[src/hdl/sms_pkg.sv]
// Shared types and codes for the two-stack memory block.
`default_nettype none
package sms_pkg;

    // Operation codes carried by an input word.
    localparam logic [1:0] OP_PUSH = 2'd0;
    localparam logic [1:0] OP_POP  = 2'd1;
    localparam logic [1:0] OP_PEEK = 2'd2;

    // Result status codes.
    localparam logic [1:0] ST_DONE  = 2'd0;
    localparam logic [1:0] ST_FULL  = 2'd1;
    localparam logic [1:0] ST_EMPTY = 2'd2;

    // Controller states, one-hot.
    typedef enum logic [2:0] {
        S_IDLE = 3'b001,
        S_EXEC = 3'b010,
        S_RESP = 3'b100
    } t_state;

    // Commands from the controller to the datapath.
    typedef struct packed {
        logic load;
        logic exec;
    } t_dp_cmd;

endpackage
`default_nettype wire

[src/hdl/sms_if.sv]
// Valid/ready channel interfaces for request and result words.
`default_nettype none
interface sms_in_if;
    logic               valid;
    logic               ready;
    logic        [1:0]  operation;
    logic               stack_select;
    logic signed [31:0] push_value;

    modport source (output valid, operation, stack_select, push_value, input ready);
    modport sink   (input valid, operation, stack_select, push_value, output ready);
endinterface

interface sms_out_if;
    logic               valid;
    logic               ready;
    logic        [1:0]  status;
    logic signed [31:0] read_value;
    logic               lower_empty;
    logic               upper_empty;

    modport source (output valid, status, read_value, lower_empty, upper_empty,
                    input ready);
    modport sink   (input valid, status, read_value, lower_empty, upper_empty,
                    output ready);
endinterface
`default_nettype wire

[src/hdl/shared_memory_dual_stack.sv]
// Top level of two LIFO stacks sharing one entry memory.
// An accepted word is registered, executed in the execute state and offered in the
// respond state; no word is taken meanwhile, and the result must be taken before
// the next request word is accepted, and the memory is used once per word.
// Reset: synchronous, active low; both stacks become empty, memory is not cleared.
`default_nettype none
module shared_memory_dual_stack
    import sms_pkg::*;
#(
    parameter int DEPTH = 128
) (
    input  wire logic i_clk,
    input  wire logic i_rst_n,
    sms_in_if.sink    i_in,
    sms_out_if.source o_out
);

    // Commands travel from the controller to the datapath as one struct.
    t_dp_cmd cmd;

    // The controller sequences idle, execute and respond phases.
    sms_ctrl u_ctrl (
        .i_clk       (i_clk),
        .i_rst_n     (i_rst_n),
        .i_in_valid  (i_in.valid),
        .o_in_ready  (i_in.ready),
        .o_out_valid (o_out.valid),
        .i_out_ready (o_out.ready),
        .o_cmd       (cmd)
    );

    // The datapath holds the memory, the two counts and the result word.
    // The lower stack fills from entry zero up, the upper one from the top down.
    sms_dp #(
        .DEPTH (DEPTH)
    ) u_dp (
        .i_clk          (i_clk),
        .i_rst_n        (i_rst_n),
        .i_cmd          (cmd),
        .i_operation    (i_in.operation),
        .i_stack_select (i_in.stack_select),
        .i_push_value   (i_in.push_value),
        .o_status       (o_out.status),
        .o_read_value   (o_out.read_value),
        .o_lower_empty  (o_out.lower_empty),
        .o_upper_empty  (o_out.upper_empty)
    );

endmodule
`default_nettype wire

[src/hdl/sms_ctrl.sv]
// Controller state machine: accept a word, execute it, hold the result.
`default_nettype none
module sms_ctrl
    import sms_pkg::*;
(
    input  wire logic    i_clk,
    input  wire logic    i_rst_n,
    input  wire logic    i_in_valid,
    output logic         o_in_ready,
    output logic         o_out_valid,
    input  wire logic    i_out_ready,
    output t_dp_cmd      o_cmd
);

    t_state r_state, n_state;

    always_ff @(posedge i_clk) begin
        if (!i_rst_n) begin
            r_state <= S_IDLE;
        end else begin
            r_state <= n_state;
        end
    end

    always_comb begin
        n_state = r_state;
        unique case (r_state)
            S_IDLE: begin
                if (i_in_valid) n_state = S_EXEC;
            end
            S_EXEC: begin
                n_state = S_RESP;
            end
            S_RESP: begin
                if (i_out_ready) n_state = S_IDLE;
            end
            default: begin
                n_state = S_IDLE;
            end
        endcase
    end

    assign o_in_ready  = (r_state == S_IDLE);
    assign o_out_valid = (r_state == S_RESP);
    assign o_cmd.load  = (r_state == S_IDLE) && i_in_valid;
    assign o_cmd.exec  = (r_state == S_EXEC);

endmodule
`default_nettype wire

[src/hdl/sms_dp.sv]
// Datapath: entry memory, both stack counts and the result registers.
`default_nettype none
module sms_dp
    import sms_pkg::*;
#(
    parameter int DEPTH = 128
) (
    input  wire logic               i_clk,
    input  wire logic               i_rst_n,
    input  wire t_dp_cmd            i_cmd,
    input  wire logic        [1:0]  i_operation,
    input  wire logic               i_stack_select,
    input  wire logic signed [31:0] i_push_value,
    output logic             [1:0]  o_status,
    output logic signed      [31:0] o_read_value,
    output logic                    o_lower_empty,
    output logic                    o_upper_empty
);

    localparam int AW = (DEPTH > 1) ? $clog2(DEPTH) : 1;
    localparam int CW = $clog2(DEPTH + 1);
    localparam logic [CW-1:0] DEPTH_C = CW'(DEPTH);

    logic [31:0]   r_mem [DEPTH];
    logic [31:0]   r_mem_q;

    logic [1:0]    r_op;
    logic          r_sel;
    logic [31:0]   r_val;
    logic [CW-1:0] r_lower_cnt, n_lower_cnt;
    logic [CW-1:0] r_upper_cnt, n_upper_cnt;
    logic [1:0]    r_status, n_status;
    logic          r_use_mem, n_use_mem;

    logic [CW:0]   total;
    logic          full;
    logic          sel_empty;
    logic          mem_we;
    logic [AW-1:0] addr;

    assign total     = {1'b0, r_lower_cnt} + {1'b0, r_upper_cnt};
    assign full      = (total >= {1'b0, DEPTH_C});
    assign sel_empty = r_sel ? (r_upper_cnt == '0) : (r_lower_cnt == '0);

    always_comb begin
        n_lower_cnt = r_lower_cnt;
        n_upper_cnt = r_upper_cnt;
        n_status    = ST_DONE;
        n_use_mem   = 1'b0;
        mem_we      = 1'b0;
        addr        = '0;
        case (r_op) inside
            OP_PUSH: begin
                if (full) begin
                    n_status = ST_FULL;
                end else if (!r_sel) begin
                    mem_we      = 1'b1;
                    addr        = r_lower_cnt[AW-1:0];
                    n_lower_cnt = r_lower_cnt + 1'b1;
                end else begin
                    mem_we      = 1'b1;
                    addr        = AW'(DEPTH_C - r_upper_cnt - 1'b1);
                    n_upper_cnt = r_upper_cnt + 1'b1;
                end
            end
            OP_POP, OP_PEEK: begin
                if (sel_empty) begin
                    n_status = ST_EMPTY;
                end else begin
                    n_use_mem = 1'b1;
                    if (r_sel) begin
                        addr = AW'(DEPTH_C - r_upper_cnt);
                        if (r_op == OP_POP) n_upper_cnt = r_upper_cnt - 1'b1;
                    end else begin
                        addr = AW'(r_lower_cnt - 1'b1);
                        if (r_op == OP_POP) n_lower_cnt = r_lower_cnt - 1'b1;
                    end
                end
            end
            default: begin
                n_status = ST_DONE;
            end
        endcase
    end

    // Memory: one registered read per executed word, plus a write for a push.
    always_ff @(posedge i_clk) begin
        if (i_cmd.exec && mem_we) begin
            r_mem[addr] <= r_val;
        end
        if (i_cmd.exec) begin
            r_mem_q <= r_mem[addr];
        end
    end

    always_ff @(posedge i_clk) begin
        if (!i_rst_n) begin
            r_lower_cnt <= '0;
            r_upper_cnt <= '0;
        end else if (i_cmd.exec) begin
            r_lower_cnt <= n_lower_cnt;
            r_upper_cnt <= n_upper_cnt;
        end
    end

    always_ff @(posedge i_clk) begin
        if (i_cmd.load) begin
            r_op  <= i_operation;
            r_sel <= i_stack_select;
            r_val <= i_push_value;
        end
        if (i_cmd.exec) begin
            r_status  <= n_status;
            r_use_mem <= n_use_mem;
        end
    end

    assign o_status      = r_status;
    assign o_read_value  = r_use_mem ? r_mem_q : '0;
    assign o_lower_empty = (r_lower_cnt == '0);
    assign o_upper_empty = (r_upper_cnt == '0);

endmodule
`default_nettype wire

[src/flat_wrapper.sv]
// flat-port wrapper written by rule: the top's interface ports become plain ports
module shared_memory_dual_stack_flat import sms_pkg::*;
#(
    parameter int DEPTH = 128
)
  (i_clk, i_rst_n, i_in_valid, i_in_operation, i_in_stack_select, i_in_push_value, i_in_ready, o_out_valid, o_out_status, o_out_read_value, o_out_lower_empty, o_out_upper_empty, o_out_ready);
  sms_in_if i_in_i ();
  sms_out_if o_out_i ();
  input  wire logic i_clk;
  input  wire logic i_rst_n;
  input wire logic [$bits(i_in_i.valid)-1:0] i_in_valid;
  input wire logic [$bits(i_in_i.operation)-1:0] i_in_operation;
  input wire logic [$bits(i_in_i.stack_select)-1:0] i_in_stack_select;
  input wire logic [$bits(i_in_i.push_value)-1:0] i_in_push_value;
  output wire logic [$bits(i_in_i.ready)-1:0] i_in_ready;
  output wire logic [$bits(o_out_i.valid)-1:0] o_out_valid;
  output wire logic [$bits(o_out_i.status)-1:0] o_out_status;
  output wire logic [$bits(o_out_i.read_value)-1:0] o_out_read_value;
  output wire logic [$bits(o_out_i.lower_empty)-1:0] o_out_lower_empty;
  output wire logic [$bits(o_out_i.upper_empty)-1:0] o_out_upper_empty;
  input wire logic [$bits(o_out_i.ready)-1:0] o_out_ready;
  assign i_in_i.valid = i_in_valid;
  assign i_in_i.operation = i_in_operation;
  assign i_in_i.stack_select = i_in_stack_select;
  assign i_in_i.push_value = i_in_push_value;
  assign i_in_ready = i_in_i.ready;
  assign o_out_valid = o_out_i.valid;
  assign o_out_status = o_out_i.status;
  assign o_out_read_value = o_out_i.read_value;
  assign o_out_lower_empty = o_out_i.lower_empty;
  assign o_out_upper_empty = o_out_i.upper_empty;
  assign o_out_i.ready = o_out_ready;
  shared_memory_dual_stack #(.DEPTH(DEPTH)) u_core (.i_clk(i_clk), .i_rst_n(i_rst_n), .i_in(i_in_i), .o_out(o_out_i));
endmodule
[config.mk]
export PLATFORM = sky130hd
export DESIGN_NAME = shared_memory_dual_stack_flat
export DESIGN_NICKNAME = d
export VERILOG_FILES = /design/src/hdl/sms_pkg.sv /design/src/hdl/sms_if.sv /design/src/hdl/shared_memory_dual_stack.sv /design/src/hdl/sms_ctrl.sv /design/src/hdl/sms_dp.sv /design/src/flat_wrapper.sv
export SDC_FILE = /design/constraint.sdc
export NUM_CORES = 2
export LEC_CHECK = 0
export ABC_CLOCK_PERIOD_IN_PS = 14150
export CAP_MARGIN = 20
export CELL_PAD_IN_SITES_DETAIL_PLACEMENT = 1
export CELL_PAD_IN_SITES_GLOBAL_PLACEMENT = 2
export CORE_MARGIN = 2
export CORE_UTILIZATION = 50
export DETAILED_ROUTE_END_ITERATION = 8
export DONT_BUFFER_PORTS = 1
export GPL_TIMING_DRIVEN = 0
export PLACE_DENSITY = 0.8
export REMOVE_ABC_BUFFERS = 1
export SYNTH_ARGS = -nofsm -noshare
export SYNTH_HDL_FRONTEND = slang
export SYNTH_SLANG_ARGS = --single-unit
[constraint.sdc]
create_clock -name i_clk -period 14.15 [get_ports i_clk]
set_input_delay 0.7075 -clock i_clk [delete_from_list [all_inputs] [get_ports i_clk]]
set_output_delay 0.7075 -clock i_clk [all_outputs]
set_load 0.1 [all_outputs]
==> metrics.yaml <==
critical_path:
  crit_arrival_ns: 8.09
  slowest_cell_on_the_critical_path: "sky130_fd_sc_hd__edfxtp_1"
  cp_num_buf_inv: 5
  worst_setup_path_start_kind: "register"
  critical_path.endpoint_type: "register"
  timing.reg2reg.worst_path_depth: 14
  critPathKind: "reg -> reg"
  slowest_delay_ns: 0.84
  timing.critical_path.fanout_max: 71
  r2r_start: "u_core.u_dp.r_sel"
  timing.critical_path.cells: "inv_1 -> mux2i_1 -> a31oi_2 -> a21o_4 -> buf_16 -> nand3_4 -> buf_16 -> nor2_4 -> buf_12 -> buf_16 -> a32oi_1 -> nand3_1 -> nor2_1 -> o32ai_2"
  r2r-end: "u_core.u_dp.r_mem_q[27]"
  most_repeated_library_cell_on_the_critical_path: "sky130_fd_sc_hd__buf_16"
  crit_required_ns: 14.85
  reg2reg_slack_ns: 6.77
  path_delay_family: "simple AND/OR/NAND/NOR gates"
min_path:
  hp-start: "i_in_push_value[2]"
  destination_of_the_worst_hold_path: "u_core.u_dp.r_val[2]"
  timing.hold.worst_path_depth: 1
  timing.hold.worst.class: "in -> reg"
yosys:
  synth-seq-cells: 4185
  seq_area_frac_synth_pct: 76.7
  synth_ff_type: "sky130_fd_sc_hd__edfxtp_1"
  synth.avg_cell_area_um2: 15.2
  yosys.cell_types.count: 71
  synth-async-reset-ratio_pct: 0
  synth-edff-count: 4166
  netlist_area_mm2: 0.164
  synth-warning-count: 0
  synthCells: 10752
power_and_ir_drop:
  power-per-cell-area_mw_per_mm2: 141
  ir_drop_v: 0.000145
  p_leak_nw: 64.6
  finalPower_w: 0.0273
grt:
  globalRouteMet3Util_pct: 5.22
  gr-total-overflow: 0
  number_of_antenna_violations_at_the_first_check_in_global_routing: 26
  top_usage_layer_grt: "met2"
  grt_use_met2_pct: 51.3
  grt_max_degree: 81
  grt_util_met1_pct: 42.1
  global_route.usage.total_pct: 31.5
  via_count_of_the_first_global_routing_pass: 105845
  grt_first_pass_wirelength_um: 754000
floorplan:
  core.rowCount: 210
  die_w_um: 576
  num_io_pins: 77
  coreArea_mm2: 0.327
  fp.dieArea_mm2: 0.332
  die_y_um: 576
  start_util_pct: 50.1
final_layout:
  area.sequential_mm2: 0.125
  multi_input_area_mm2: 0.0363
  drive_gt1_share_pct: 13.4
  syn2layout_area_growth_pct: 18.0
  layout.nets: 11148
  num-fill-cells: 29094
  fin_util_pct: 59.1
clock_tree:
  cts_tree: "done"
  cts_max_level: 5
  cts_inserted_buffers: 422
  clk-insertion-delay-late_ns: 0.96
  clock_sink_count: 4185
  library_cell_used_as_clock_root_buffer: "sky130_fd_sc_hd__clkbuf_16"
  post_cts_sizing: 0
  clock_tree.buffer_depth: 4
  cts.clk_slew.worst_paths_ns: 0.06
routing:
  antenna_violating_nets_post_route: 0
  detailed_router_iteration_count_before_antenna_repair: 6
  routed_wl_um: 529000
  drc: 0
  drt_first_iter_violations: 12371
  route.detailed.vias_per_inst: 6.41
  wl_per_cell_um: 33.5
  total_number_of_vias: 101141
timing:
  final-setup-viol-count: 0
  max_freq_mhz: 135
  pins_over_slew_limit: 0
  hold_viol_final: 0
  final_period_minus_worst_setup_slack_ns: 7.38
  final_min_period_over_clock_period_pct: 52.2
  rsz0062_at_grt: "no"
  relSlewSlack_pct: 20.0
  setup_total_negative_slack_ns: 0
  worst_slew_pin_slew_ns: 1.20
  timing.clock.skew_ns: 0.0367
flow_run:
  max_cap_violations: 0
run_status:
  run_status: "complete, no violations"
placement:
  detailed_place_hpwl_um: 335000
  gp_congestion: 0.784
  numPortBuffers: 0
==> kinds of logic (layout without fill, tap and decap cells) <==
logic type      after synthesis  in the layout  synth area share (%)
other cells                   0             18                     0
flops                      4185           4185                  76.7
simple gates               4190           4190                  10.8
compound gates              916            916                  4.45
mux                         712            712                  5.83
buf+inv                     698           1367                  1.89
xor+xnor                     29             29                 0.155
fa+ha+maj                    22             22                 0.177
==> Yosys cell counts (50+ instances only) <==
cell type                   number  share of area (%)
sky130_fd_sc_hd__buf_2         261               0.80
sky130_fd_sc_hd__and3_1         65               0.25
sky130_fd_sc_hd__nand4_1        50               0.19
sky130_fd_sc_hd__buf_1          55               0.13
sky130_fd_sc_hd__mux2i_1       517                3.2
sky130_fd_sc_hd__a31oi_1        65               0.25
sky130_fd_sc_hd__o2111ai_1     218                1.2
sky130_fd_sc_hd__a32oi_1       155               0.83
sky130_fd_sc_hd__a21oi_1       185               0.57
sky130_fd_sc_hd__clkbuf_1      331               0.76
sky130_fd_sc_hd__edfxtp_1     4166                 76
sky130_fd_sc_hd__nand2_1      2519                5.8
sky130_fd_sc_hd__mux4_2        192                2.6
sky130_fd_sc_hd__nand3_1      1100                3.4
sky130_fd_sc_hd__nor2_1        318               0.73
==> worst max-delay path by stage <==
| stage | start | to | cells past startpoint |
|---|---|---|---|
| after CTS | u_core.u_dp.r_upper_cnt[0] | u_core.u_dp.r_mem_q[27] | 15 |
| after floorplan | u_core.u_dp.r_upper_cnt[0] | u_core.u_dp.r_mem_q[25] | 11 |
| final | u_core.u_dp.r_sel | u_core.u_dp.r_mem_q[27] | 14 |
| after global placement | u_core.u_dp.r_upper_cnt[0] | u_core.u_dp.r_mem[81][0] | 9 |
| after detailed placement | u_core.u_dp.r_upper_cnt[0] | u_core.u_dp.r_mem_q[27] | 15 |
| after global routing | u_core.u_dp.r_upper_cnt[0] | u_core.u_dp.r_mem_q[27] | 16 |
==> cells in the final DEF, fill, tap and decap left out, types with 30 or more instances in the layout <==
master / n
sky130_fd_sc_hd__clkbuf_1: 100
sky130_fd_sc_hd__buf_8: 31
sky130_fd_sc_hd__and2_1: 42
sky130_fd_sc_hd__clkinv_1: 95
sky130_fd_sc_hd__nand2_1: 2512
sky130_fd_sc_hd__clkinv_2: 79
sky130_fd_sc_hd__nor2_4: 134
sky130_fd_sc_hd__nand3_1: 1097
sky130_fd_sc_hd__o311a_1: 30
sky130_fd_sc_hd__nand4_1: 50
sky130_fd_sc_hd__a32oi_1: 155
sky130_fd_sc_hd__mux4_2: 192
sky130_fd_sc_hd__mux2i_1: 517
sky130_fd_sc_hd__and3_1: 64
sky130_fd_sc_hd__clkbuf_16: 433
sky130_fd_sc_hd__buf_16: 225
sky130_fd_sc_hd__o211ai_1: 34
sky130_fd_sc_hd__edfxtp_1: 4166
sky130_fd_sc_hd__o32ai_1: 31
sky130_fd_sc_hd__dlygate4sd3_1: 39
sky130_fd_sc_hd__nor2_1: 185
sky130_fd_sc_hd__a31oi_1: 65
sky130_fd_sc_hd__o32ai_2: 30
sky130_fd_sc_hd__a21oi_1: 183
sky130_fd_sc_hd__a311oi_1: 31
sky130_fd_sc_hd__nor3_1: 36
sky130_fd_sc_hd__buf_12: 272
sky130_fd_sc_hd__a22oi_1: 34
sky130_fd_sc_hd__o2111ai_1: 218
==> through the flow <==
step / cell area, um^2 / hold WS [ns] / worst slack, ns / std cells
after floorplan: 161000 / 0.514 / -44.01 / 10068
after detailed placement: 180000 / 0.632 / 6.73 / 14961
final: 193000 / 0.376 / 6.77 / 15785
after global routing: 193000 / 0.356 / 6.69 / 15777
after global placement: 166000 / 0.528 / -208.35 / 14414
after CTS: 193000 / 0.305 / 6.64 / 15758
==> flip-flops by register name (all words and copies together) (netlist names) <==
| signal | cells |
|---|---|
| u_core.u_ctrl.r_state | 3 |
| u_core.u_dp.o_status | 2 |
| u_core.u_dp.r_lower_cnt | 8 |
| u_core.u_dp.r_mem | 4096 |
| u_core.u_dp.r_mem_q | 32 |
| u_core.u_dp.r_op | 2 |
| u_core.u_dp.r_sel | 1 |
| u_core.u_dp.r_upper_cnt | 8 |
| u_core.u_dp.r_use_mem | 1 |
| u_core.u_dp.r_val | 32 |
==> metal layers <==
layer  wire length (um)  up-vias
met1             205000    53216
met3              44100     1070
li1                   -    41711
met5                103        -
met2             254000     5130
met4              25700       14
==> where the power goes <==
group	internal, W	switching (W)
Combinational	0.000891	0.00184
Clock	0.00611	0.00472
Sequential	0.0137	0.0000429
==> cell type report <==
type / count / area share (%)
sequential: 4185 / 65.0
clock buffer: 536 / 5.83
tap: 4346 / 2.82
multi-input combinational: 5869 / 18.8
timing repair buffer: 595 / 6.57
antenna: 18 / 0.0233
inverter: 14 / 0.0279
clock inverter: 222 / 0.937
==> what timing repair did <==
item	4_1_cts	5_1_grt
hold buffers	39	0
buffers inserted	0	0
endpoints found under the hold margin	54	0
==> worst register-to-register path: cells and delay by family, from the launching register on <==
kind	cells	cell delay (ns)
buffers and inverters	5	1.83
and+or+nand+nor	4	2.16
DFF	1	0.84
AOI/OAI and AO/OA	4	1.92
muxes	1	0.39
(Power assumes the default switching activity.)
